===== src/rtl/e2c_pkg.sv =====
// shared types and constants for the epoch seconds to calendar pipeline
// used by e2c_pipe_ctrl and epoch_seconds_to_calendar; no dependencies
`timescale 1ns / 1ps

package e2c_pkg;

	localparam int unsigned NUM_STAGES = 9;

	// reciprocals, rounded up, exact over each operand's full range
	localparam logic [25:0] RECIP_675      = 26'd50903317; // shift 35, 25-bit operand
	localparam logic [17:0] RECIP_60_SOD   = 18'd139811;   // shift 23, operand < 86400
	localparam logic [10:0] RECIP_60_MIN   = 11'd1093;     // shift 16, operand < 1440
	localparam logic [16:0] RECIP_7        = 17'd74899;    // shift 19
	localparam logic [15:0] RECIP_1461     = 16'd45934;    // shift 26
	localparam logic [10:0] RECIP_365      = 11'd1437;     // shift 19
	localparam logic [10:0] RECIP_153      = 11'd1714;     // shift 18

	// days from 1968-03-01 to 1970-01-01
	localparam logic [9:0]  EPOCH_MARCH_OFFSET = 10'd671;
	// day number of 2100-03-01 counted from 1968-03-01
	localparam logic [15:0] SKIPPED_LEAP_DAY   = 16'd48212;
	localparam logic [11:0] BASE_YEAR          = 12'd1968;
	// 1970-01-01 was a thursday
	localparam logic [2:0]  EPOCH_WEEKDAY      = 3'd4;

	typedef struct packed {
		logic [NUM_STAGES:1] en;  // stage load enables
		logic [NUM_STAGES:1] vld; // stage valid bits
	} pipe_ctrl_t;

	// first day of each month within a march-based year, month index 0 is march
	function automatic logic [8:0] month_start(input logic [3:0] mi);
		logic [8:0] r;
		case (mi)
			4'd0:    r = 9'd0;
			4'd1:    r = 9'd31;
			4'd2:    r = 9'd61;
			4'd3:    r = 9'd92;
			4'd4:    r = 9'd122;
			4'd5:    r = 9'd153;
			4'd6:    r = 9'd184;
			4'd7:    r = 9'd214;
			4'd8:    r = 9'd245;
			4'd9:    r = 9'd275;
			4'd10:   r = 9'd306;
			4'd11:   r = 9'd337;
			default: r = 9'd0;
		endcase
		return r;
	endfunction

endpackage


===== src/rtl/epoch_seconds_to_calendar.sv =====
// channel | dir | tdata fields, lowest bit first
// s_axis  | in  | epoch_seconds[31:0]
// m_axis  | out | cal_year[11:0] cal_month[15:12] day_of_month[20:16] weekday[23:21]
//         |     | hours[28:24] minutes[34:29] seconds[40:35] zero[47:41]
//
// nine register stages; a beat may enter every cycle unless all are full and m_axis stalls
// constant divides are reciprocal multiplies, at most two per stage, which sets the depth
// reset clears only the valid bits; payload registers are not reset
// each full stage holds while its successor is full and stalled, so empty stages
// still take beats while a result waits on m_axis
// top level: depends on e2c_pkg and e2c_pipe_ctrl
`timescale 1ns / 1ps

module epoch_seconds_to_calendar import e2c_pkg::*; (
	input  logic        clk,
	input  logic        arst_n,
	input  logic        s_tvalid,
	output logic        s_tready,
	input  logic [31:0] s_tdata,  // epoch_seconds[31:0]
	output logic        m_tvalid,
	input  logic        m_tready,
	output logic [47:0] m_tdata   // year, month, day, weekday, hours, minutes, seconds, zero pad
);

	pipe_ctrl_t ctrl;

	e2c_pipe_ctrl u_ctrl (
		.clk      (clk),
		.arst_n   (arst_n),
		.in_valid (s_tvalid),
		.out_ready(m_tready),
		.in_ready (s_tready),
		.ctrl     (ctrl)
	);

	// stage 1: seconds / 86400 as (seconds >> 7) / 675
	logic [24:0] x_in;
	logic [50:0] p675;
	logic [24:0] x_s1;
	logic [6:0]  lo_s1;
	logic [15:0] days_s1;

	assign x_in = s_tdata[31:7];
	assign p675 = 51'(x_in) * 51'(RECIP_675);

	always_ff @(posedge clk) begin
		if (ctrl.en[1]) begin
			x_s1    <= x_in;
			lo_s1   <= s_tdata[6:0];
			days_s1 <= p675[50:35];
		end
	end

	// stage 2: second of day
	logic [25:0] dmul;
	logic [25:0] rem_full;
	logic [15:0] days_s2;
	logic [16:0] sod_s2;

	assign dmul     = 26'(days_s1) * 26'd675;
	assign rem_full = 26'(x_s1) - dmul;

	always_ff @(posedge clk) begin
		if (ctrl.en[2]) begin
			days_s2 <= days_s1;
			sod_s2  <= {rem_full[9:0], lo_s1};
		end
	end

	// stage 3: march-based day number, weekday quotient, minute of day
	logic [15:0] d_m;
	logic [15:0] dp;
	logic [15:0] wx;
	logic [32:0] wprod;
	logic [34:0] sprod;
	logic [15:0] dp_s3;
	logic [15:0] wx_s3;
	logic [12:0] wq_s3;
	logic [10:0] mt_s3;
	logic [16:0] sod_s3;

	assign d_m   = days_s2 + 16'(EPOCH_MARCH_OFFSET);
	// pretend 2100-02-29 exists so every fourth year stays a leap year
	assign dp    = d_m + 16'(d_m >= SKIPPED_LEAP_DAY);
	assign wx    = days_s2 + 16'(EPOCH_WEEKDAY);
	assign wprod = 33'(wx) * 33'(RECIP_7);
	assign sprod = 35'(sod_s2) * 35'(RECIP_60_SOD);

	always_ff @(posedge clk) begin
		if (ctrl.en[3]) begin
			dp_s3  <= dp;
			wx_s3  <= wx;
			wq_s3  <= wprod[31:19];
			mt_s3  <= sprod[33:23];
			sod_s3 <= sod_s2;
		end
	end

	// stage 4: seconds, weekday, hour quotient, four-year cycle
	logic [16:0] sec_full;
	logic [21:0] hprod;
	logic [15:0] wd_full;
	logic [31:0] qprod;
	logic [5:0]  sec_s4;
	logic [4:0]  hq_s4;
	logic [10:0] mt_s4;
	logic [2:0]  wd_s4;
	logic [5:0]  quad_s4;
	logic [15:0] dp_s4;

	assign sec_full = sod_s3 - 17'(mt_s3) * 17'd60;
	assign hprod    = 22'(mt_s3) * 22'(RECIP_60_MIN);
	assign wd_full  = wx_s3 - 16'(wq_s3) * 16'd7;
	assign qprod    = 32'(dp_s3) * 32'(RECIP_1461);

	always_ff @(posedge clk) begin
		if (ctrl.en[4]) begin
			sec_s4  <= sec_full[5:0];
			hq_s4   <= hprod[20:16];
			mt_s4   <= mt_s3;
			wd_s4   <= wd_full[2:0];
			quad_s4 <= qprod[31:26];
			dp_s4   <= dp_s3;
		end
	end

	// stage 5: minutes, day within the four-year cycle
	logic [10:0] min_full;
	logic [15:0] r_full;
	logic [5:0]  sec_s5;
	logic [4:0]  hours_s5;
	logic [5:0]  min_s5;
	logic [2:0]  wd_s5;
	logic [5:0]  quad_s5;
	logic [10:0] r_s5;

	assign min_full = mt_s4 - 11'(hq_s4) * 11'd60;
	assign r_full   = dp_s4 - 16'(quad_s4) * 16'd1461;

	always_ff @(posedge clk) begin
		if (ctrl.en[5]) begin
			sec_s5   <= sec_s4;
			hours_s5 <= hq_s4;
			min_s5   <= min_full[5:0];
			wd_s5    <= wd_s4;
			quad_s5  <= quad_s4;
			r_s5     <= r_full[10:0];
		end
	end

	// stage 6: year within the cycle, the last day of a leap cycle stays in year three
	logic [21:0] yprod;
	logic [1:0]  yoq;
	logic [5:0]  sec_s6;
	logic [4:0]  hours_s6;
	logic [5:0]  min_s6;
	logic [2:0]  wd_s6;
	logic [5:0]  quad_s6;
	logic [10:0] r_s6;
	logic [1:0]  yoq_s6;

	assign yprod = 22'(r_s5) * 22'(RECIP_365);
	assign yoq   = yprod[21] ? 2'd3 : yprod[20:19];

	always_ff @(posedge clk) begin
		if (ctrl.en[6]) begin
			sec_s6   <= sec_s5;
			hours_s6 <= hours_s5;
			min_s6   <= min_s5;
			wd_s6    <= wd_s5;
			quad_s6  <= quad_s5;
			r_s6     <= r_s5;
			yoq_s6   <= yoq;
		end
	end

	// stage 7: day of the march-based year and the march-based year itself
	logic [10:0] doy_full;
	logic [5:0]  sec_s7;
	logic [4:0]  hours_s7;
	logic [5:0]  min_s7;
	logic [2:0]  wd_s7;
	logic [8:0]  doy_s7;
	logic [11:0] year_s7;

	assign doy_full = r_s6 - 11'(yoq_s6) * 11'd365;

	always_ff @(posedge clk) begin
		if (ctrl.en[7]) begin
			sec_s7   <= sec_s6;
			hours_s7 <= hours_s6;
			min_s7   <= min_s6;
			wd_s7    <= wd_s6;
			doy_s7   <= doy_full[8:0];
			year_s7  <= BASE_YEAR + 12'({quad_s6, 2'b00}) + 12'(yoq_s6);
		end
	end

	// stage 8: month index, march is zero
	logic [10:0] mnum;
	logic [21:0] mprod;
	logic [5:0]  sec_s8;
	logic [4:0]  hours_s8;
	logic [5:0]  min_s8;
	logic [2:0]  wd_s8;
	logic [8:0]  doy_s8;
	logic [11:0] year_s8;
	logic [3:0]  mi_s8;

	assign mnum  = 11'(doy_s7) * 11'd5 + 11'd2;
	assign mprod = 22'(mnum) * 22'(RECIP_153);

	always_ff @(posedge clk) begin
		if (ctrl.en[8]) begin
			sec_s8   <= sec_s7;
			hours_s8 <= hours_s7;
			min_s8   <= min_s7;
			wd_s8    <= wd_s7;
			doy_s8   <= doy_s7;
			year_s8  <= year_s7;
			mi_s8    <= mprod[21:18];
		end
	end

	// stage 9: output register, january and february belong to the next year
	logic        wrap;
	logic [8:0]  day_full;
	logic [11:0] year_s9;
	logic [3:0]  month_s9;
	logic [4:0]  day_s9;
	logic [2:0]  wd_s9;
	logic [4:0]  hours_s9;
	logic [5:0]  min_s9;
	logic [5:0]  sec_s9;

	assign wrap     = mi_s8 >= 4'd10;
	assign day_full = doy_s8 - month_start(mi_s8) + 9'd1;

	always_ff @(posedge clk) begin
		if (ctrl.en[9]) begin
			year_s9  <= year_s8 + 12'(wrap);
			month_s9 <= wrap ? (mi_s8 - 4'd9) : (mi_s8 + 4'd3);
			day_s9   <= day_full[4:0];
			wd_s9    <= wd_s8;
			hours_s9 <= hours_s8;
			min_s9   <= min_s8;
			sec_s9   <= sec_s8;
		end
	end

	assign m_tvalid = ctrl.vld[NUM_STAGES];
	assign m_tdata  = {7'd0, sec_s9, min_s9, hours_s9, wd_s9, day_s9, month_s9, year_s9};

	a_ready_when_empty: assert property (@(posedge clk) disable iff (!arst_n)
		!m_tvalid |-> s_tready)
		else $error("input stalled with an empty output stage");

	a_date_range: assert property (@(posedge clk) disable iff (!arst_n)
		m_tvalid |-> (month_s9 >= 4'd1 && month_s9 <= 4'd12 && day_s9 >= 5'd1))
		else $error("month or day out of range");

	a_year_range: assert property (@(posedge clk) disable iff (!arst_n)
		m_tvalid |-> (year_s9 >= 12'd1970 && year_s9 <= 12'd2106))
		else $error("year out of range");

	a_time_range: assert property (@(posedge clk) disable iff (!arst_n)
		m_tvalid |-> (hours_s9 <= 5'd23 && min_s9 <= 6'd59 && sec_s9 <= 6'd59
			&& wd_s9 <= 3'd6))
		else $error("time of day or weekday out of range");

	a_doy_range: assert property (@(posedge clk) disable iff (!arst_n)
		ctrl.vld[7] |-> doy_s7 <= 9'd365)
		else $error("day of year out of range");

endmodule


===== src/rtl/e2c_pipe_ctrl.sv =====
// valid and load enable chain for the calendar pipeline
// depends on e2c_pkg for the stage count and the control struct
`timescale 1ns / 1ps

module e2c_pipe_ctrl import e2c_pkg::*; (
	input  logic       clk,
	input  logic       arst_n,
	input  logic       in_valid,
	input  logic       out_ready,
	output logic       in_ready,
	output pipe_ctrl_t ctrl
);

	logic [NUM_STAGES:1] vld_q;
	logic [NUM_STAGES:1] en;

	// a stage loads when it is empty or the stage after it moves on
	always_comb begin
		en[NUM_STAGES] = !vld_q[NUM_STAGES] || out_ready;
		for (int i = NUM_STAGES - 1; i >= 1; i--) begin
			en[i] = !vld_q[i] || en[i + 1];
		end
	end

	always_ff @(posedge clk or negedge arst_n) begin
		if (!arst_n) begin
			vld_q <= '0;
		end else begin
			if (en[1]) begin
				vld_q[1] <= in_valid;
			end
			for (int i = 2; i <= NUM_STAGES; i++) begin
				if (en[i]) begin
					vld_q[i] <= vld_q[i - 1];
				end
			end
		end
	end

	assign in_ready = en[1];
	assign ctrl.en  = en;
	assign ctrl.vld = vld_q;

endmodule

===== config.mk =====
export PLATFORM = sky130hd
export DESIGN_NAME = epoch_seconds_to_calendar
export DESIGN_NICKNAME = d
export VERILOG_FILES = /design/src/rtl/e2c_pkg.sv /design/src/rtl/epoch_seconds_to_calendar.sv /design/src/rtl/e2c_pipe_ctrl.sv
export SDC_FILE = /design/constraint.sdc
export NUM_CORES = 2
export LEC_CHECK = 0
export BUFFER_PORTS_ARGS = -buffer_cell sky130_fd_sc_hd__buf_2
export CORE_ASPECT_RATIO = 2
export CORE_MARGIN = 2
export CORE_UTILIZATION = 35
export DETAILED_ROUTE_END_ITERATION = 8
export PLACE_DENSITY = 0.59
export SLEW_MARGIN = 10
export SYNTH_ARGS = -nofsm -noshare
export SYNTH_HDL_FRONTEND = slang
export SYNTH_SLANG_ARGS = --single-unit

===== constraint.sdc =====
create_clock -name clk -period 18.06 [get_ports clk]
set_input_delay 3.612 -clock clk [delete_from_list [all_inputs] [get_ports clk]]
set_output_delay 3.612 -clock clk [all_outputs]
set_load 0.02 [all_outputs]

==> results.yml <==
global_route:
  grt_pass1_wl_mm: 136
  antenna_found_initial: 2
  met3_usage: 0.0138
  grt_overflow: 0
  met1_usage: 0.124
  grt_pass1_vias: 27200
  grt_max_degree: 49
  top_usage_layer: "met2"
  grt_usage: 0.148
  globalRouteMet2Util: 0.319
sta:
  tightestPinTransition_ns: 1.03
  final-setup-viol-count: 0
  hold_viol: 0
  min_period_over_period: 0.609
  setup_tns_ns: 0
  fin_skew_ns: 0.0181
  period_needed_ns: 11.00
  drv_slew: 0
  max_freq_mhz: 90.9
  slew_headroom: 0.311
  rsz0062_at_grt: "false"
setup_path:
  crit_arrival_ns: 7.39
  cp_num_buf_inv: 5
  crit_top_cell: "nand3_2"
  cp-start-kind: "input port"
  critPathTopFamily: "simple AND/OR/NAND/NOR gates"
  end_kind: "primary output"
  crit_chain: "buf_2 > nand2b_2 > nor2_4 > nand3_2 > nor2_1 > nand3_2 > buf_4 > inv_1 > nand3_2 > buf_4 > buf_2"
  cp_slowest_stage_delay_ns: 0.80
  slowest_stage: "nand3_2"
  critPathKind: "in -> out"
  ff2ff_path_depth: 28
  reg2reg_from: "doy_s7[1]"
  cp.depth: 11
  crit_fanout: 43
  crit_required_ns: 14.45
  startpoint: "m_tready"
clocking:
  insertion_delay_ns: 0.55
  h-tree-depth: 2
  clock-sinks: 351
  cts_setup_buffers: 0
  root_buffer: "clkbuf_16"
  cts_tree: "yes"
  cts_buffers: 35
  ctsResizeCount: 0
  clk_pin_slew_ns: 0.07
  postCtsHoldBufs: 0
  clock_path_buffers: 3
detailed_routing:
  routed_via_density: 4.68
  final_antenna_net_count: 0
  drc_errors: 0
  vias: 24300
  drt_iter0_markers: 625
  wirelength_mm: 84.4
  post_drt_wl_per_cell_microns: 16.3
  firstDrtPassIters: 5
yosys:
  syn_inst: 3538
  avgSynthCellArea_sq_um: 11.4
  synth_top_area_share: 0.286
  ys_async_sr_fraction: 0.0256
  synthMostInstantiatedCell: "inv_1"
  synth_common_cells: "936 x inv_1, 927 x ha_1, 461 x fa_1, 337 x edfxtp_1, 129 x xnor2_1"
  ys_ff_latch: 351
  ys_warn_count: 0
  synth-edff-count: 337
  yosys.area.top_type: "ha_1"
  netlist_top_cells_area: "ha_1 29%, edfxtp_1 25%, fa_1 23%, inv_1 8.7%, xnor2_1 2.8%"
  synth_area_sq_um: 40500
  synth_cell_types: 91
  synth_top_flop_cell: "edfxtp_1"
  ys_seq_area_frac: 0.258
floorplanning:
  die_x_microns: 245
  coreArea_sq_um: 115000
  dieArea_sq_um: 119000
  io_pins: 86
  dieHeight_microns: 485
  start_util: 0.352
  placementRows: 176
place:
  gp_congestion: 0.893
  dp_hpwl_mm: 74.9
  port_buffers: 78
hold_path:
  holdCritPathClass: "reg -> reg"
  worstHoldPathCells: 0
  hold_start: "sec_s6[1]"
finish:
  filler_cell_count: 11300
  syn_to_final_growth_pct: 8.32
  multi_input_area_sq_um: 26500
  regArea_sq_um: 10400
  drive_gt1_frac: 0.0465
  nNetsFinal: 5075
flow_run:
  maxCapViolCount: 0
outcome:
  status: "finished clean"
state kept, by name (all words and copies together) (netlist names), 7 cells and up, named ones only:
| signal | flops |
|---|---|
| sod_s2 | 17 |
| doy_s7 | 9 |
| x_s1 | 10 |
| mt_s3 | 11 |
| year_s7 | 11 |
| dp_s4 | 11 |
| year_s9 | 12 |
| u_ctrl.vld_q | 9 |
| dp_s3 | 16 |
| r_s6 | 9 |
| lo_s1 | 7 |
| r_s5 | 11 |
| year_s8 | 11 |
| days_s2 | 16 |
| days_s1 | 16 |
logic make-up (layout without fill, tap and decap cells):
group                      after synthesis  count (layout)  synth area share
and+or+nand+nor                        324             324            0.0416
AOI/OAI and AO/OA                      329             329            0.0547
adders and majority gates             1388            1388             0.514
other                                    1              10         0.0000926
buffers and inverters                  951            1084            0.0891
xor gates and xnor gates               188             188            0.0407
muxes                                    6               6           0.00158
DFF                                    351             351             0.258
path summary, 6_finish.rpt:
| path | to | slack [ns] |
|---|---|---|
| max in group asynchronous | u_ctrl.vld_q[3] | 14.90 |
| setup / recovery | s_tready | 7.06 |
| setup reg to reg | register | 10.18 |
| hold reg to reg | sec_s7[1] | 0.41 |
| min in group asynchronous | u_ctrl.vld_q[6] | 2.93 |
| hold / removal | sec_s7[1] | 0.41 |
worst reg2reg max path: cells and delay by family (launching register included):
kind                       cells  cell delay (ns)
buffers and inverters          4             0.19
AOI/OAI and AO/OA              9             1.85
and+or+nand+nor                4             1.14
muxes                          2             0.61
DFF                            1             0.49
adders and majority gates      9             3.52
cell usage in the layout, fill, tap and decap left out, types with 5 or more instances in the layout:
| master | n |
|---|---|
| xor2_1 | 59 |
| o21a_1 | 23 |
| clkbuf_1 | 9 |
| o21ai_1 | 5 |
| or3_1 | 9 |
| nand4_1 | 18 |
| nand2_1 | 67 |
| nand2b_1 | 12 |
| and2_1 | 7 |
| nor4_1 | 6 |
| a211oi_1 | 10 |
| conb_1 | 7 |
| o211ai_1 | 7 |
| xnor2_1 | 129 |
| inv_1 | 936 |
| a2111oi_0 | 5 |
| nand3_1 | 36 |
| edfxtp_1 | 337 |
| a21oi_1 | 91 |
| dfxtp_1 | 5 |
| nor3_1 | 34 |
| fa_1 | 461 |
| o21bai_1 | 17 |
| ha_1 | 927 |
| or2_2 | 6 |
| nor2_1 | 74 |
| and3_1 | 14 |
| clkbuf_16 | 36 |
| o21ai_0 | 50 |
| a31oi_1 | 14 |
| dfrtp_1 | 9 |
| buf_2 | 78 |
| nor2b_1 | 9 |
| buf_4 | 5 |
| a21o_1 | 51 |
through the flow:
stage,hold WS (ns),area (sq um),instances,setup WS (ns),util
3_3_place_gp,0.403,42800,5127,6.97,0.372
2_1_floorplan,0.400,40500,3544,5.78,-
6_report,0.407,43900,5193,7.06,0.382
5_1_grt,0.418,43900,5192,6.61,0.382
3_5_place_dp,0.405,42800,5127,6.92,0.372
4_1_cts,0.409,43900,5190,6.92,0.381
routing by layer:
metal | share of wire | up-vias | wire (microns)
li1 | - | 11800 | -
met1 | 0.31 | 11900 | 26100
met2 | 0.60 | 369 | 51000
met3 | 0.020 | 210 | 1650
met4 | 0.068 | 0 | 5720
met5 | 0 | - | 0
area by class of cell:
class	instances	area share
Clock buffer	49	0.0226
Multi-Input combinational cell	2242	0.604
Sequential cell	351	0.238
Antenna cell	3	0.000171
Timing Repair Buffer	83	0.00976
Clock inverter	14	0.00211
Inverter	938	0.0803
Tap cell	1513	0.0432
Power is not shown: default switching activity piles up to over one toggle a cycle in this logic, so the estimate is an artifact.
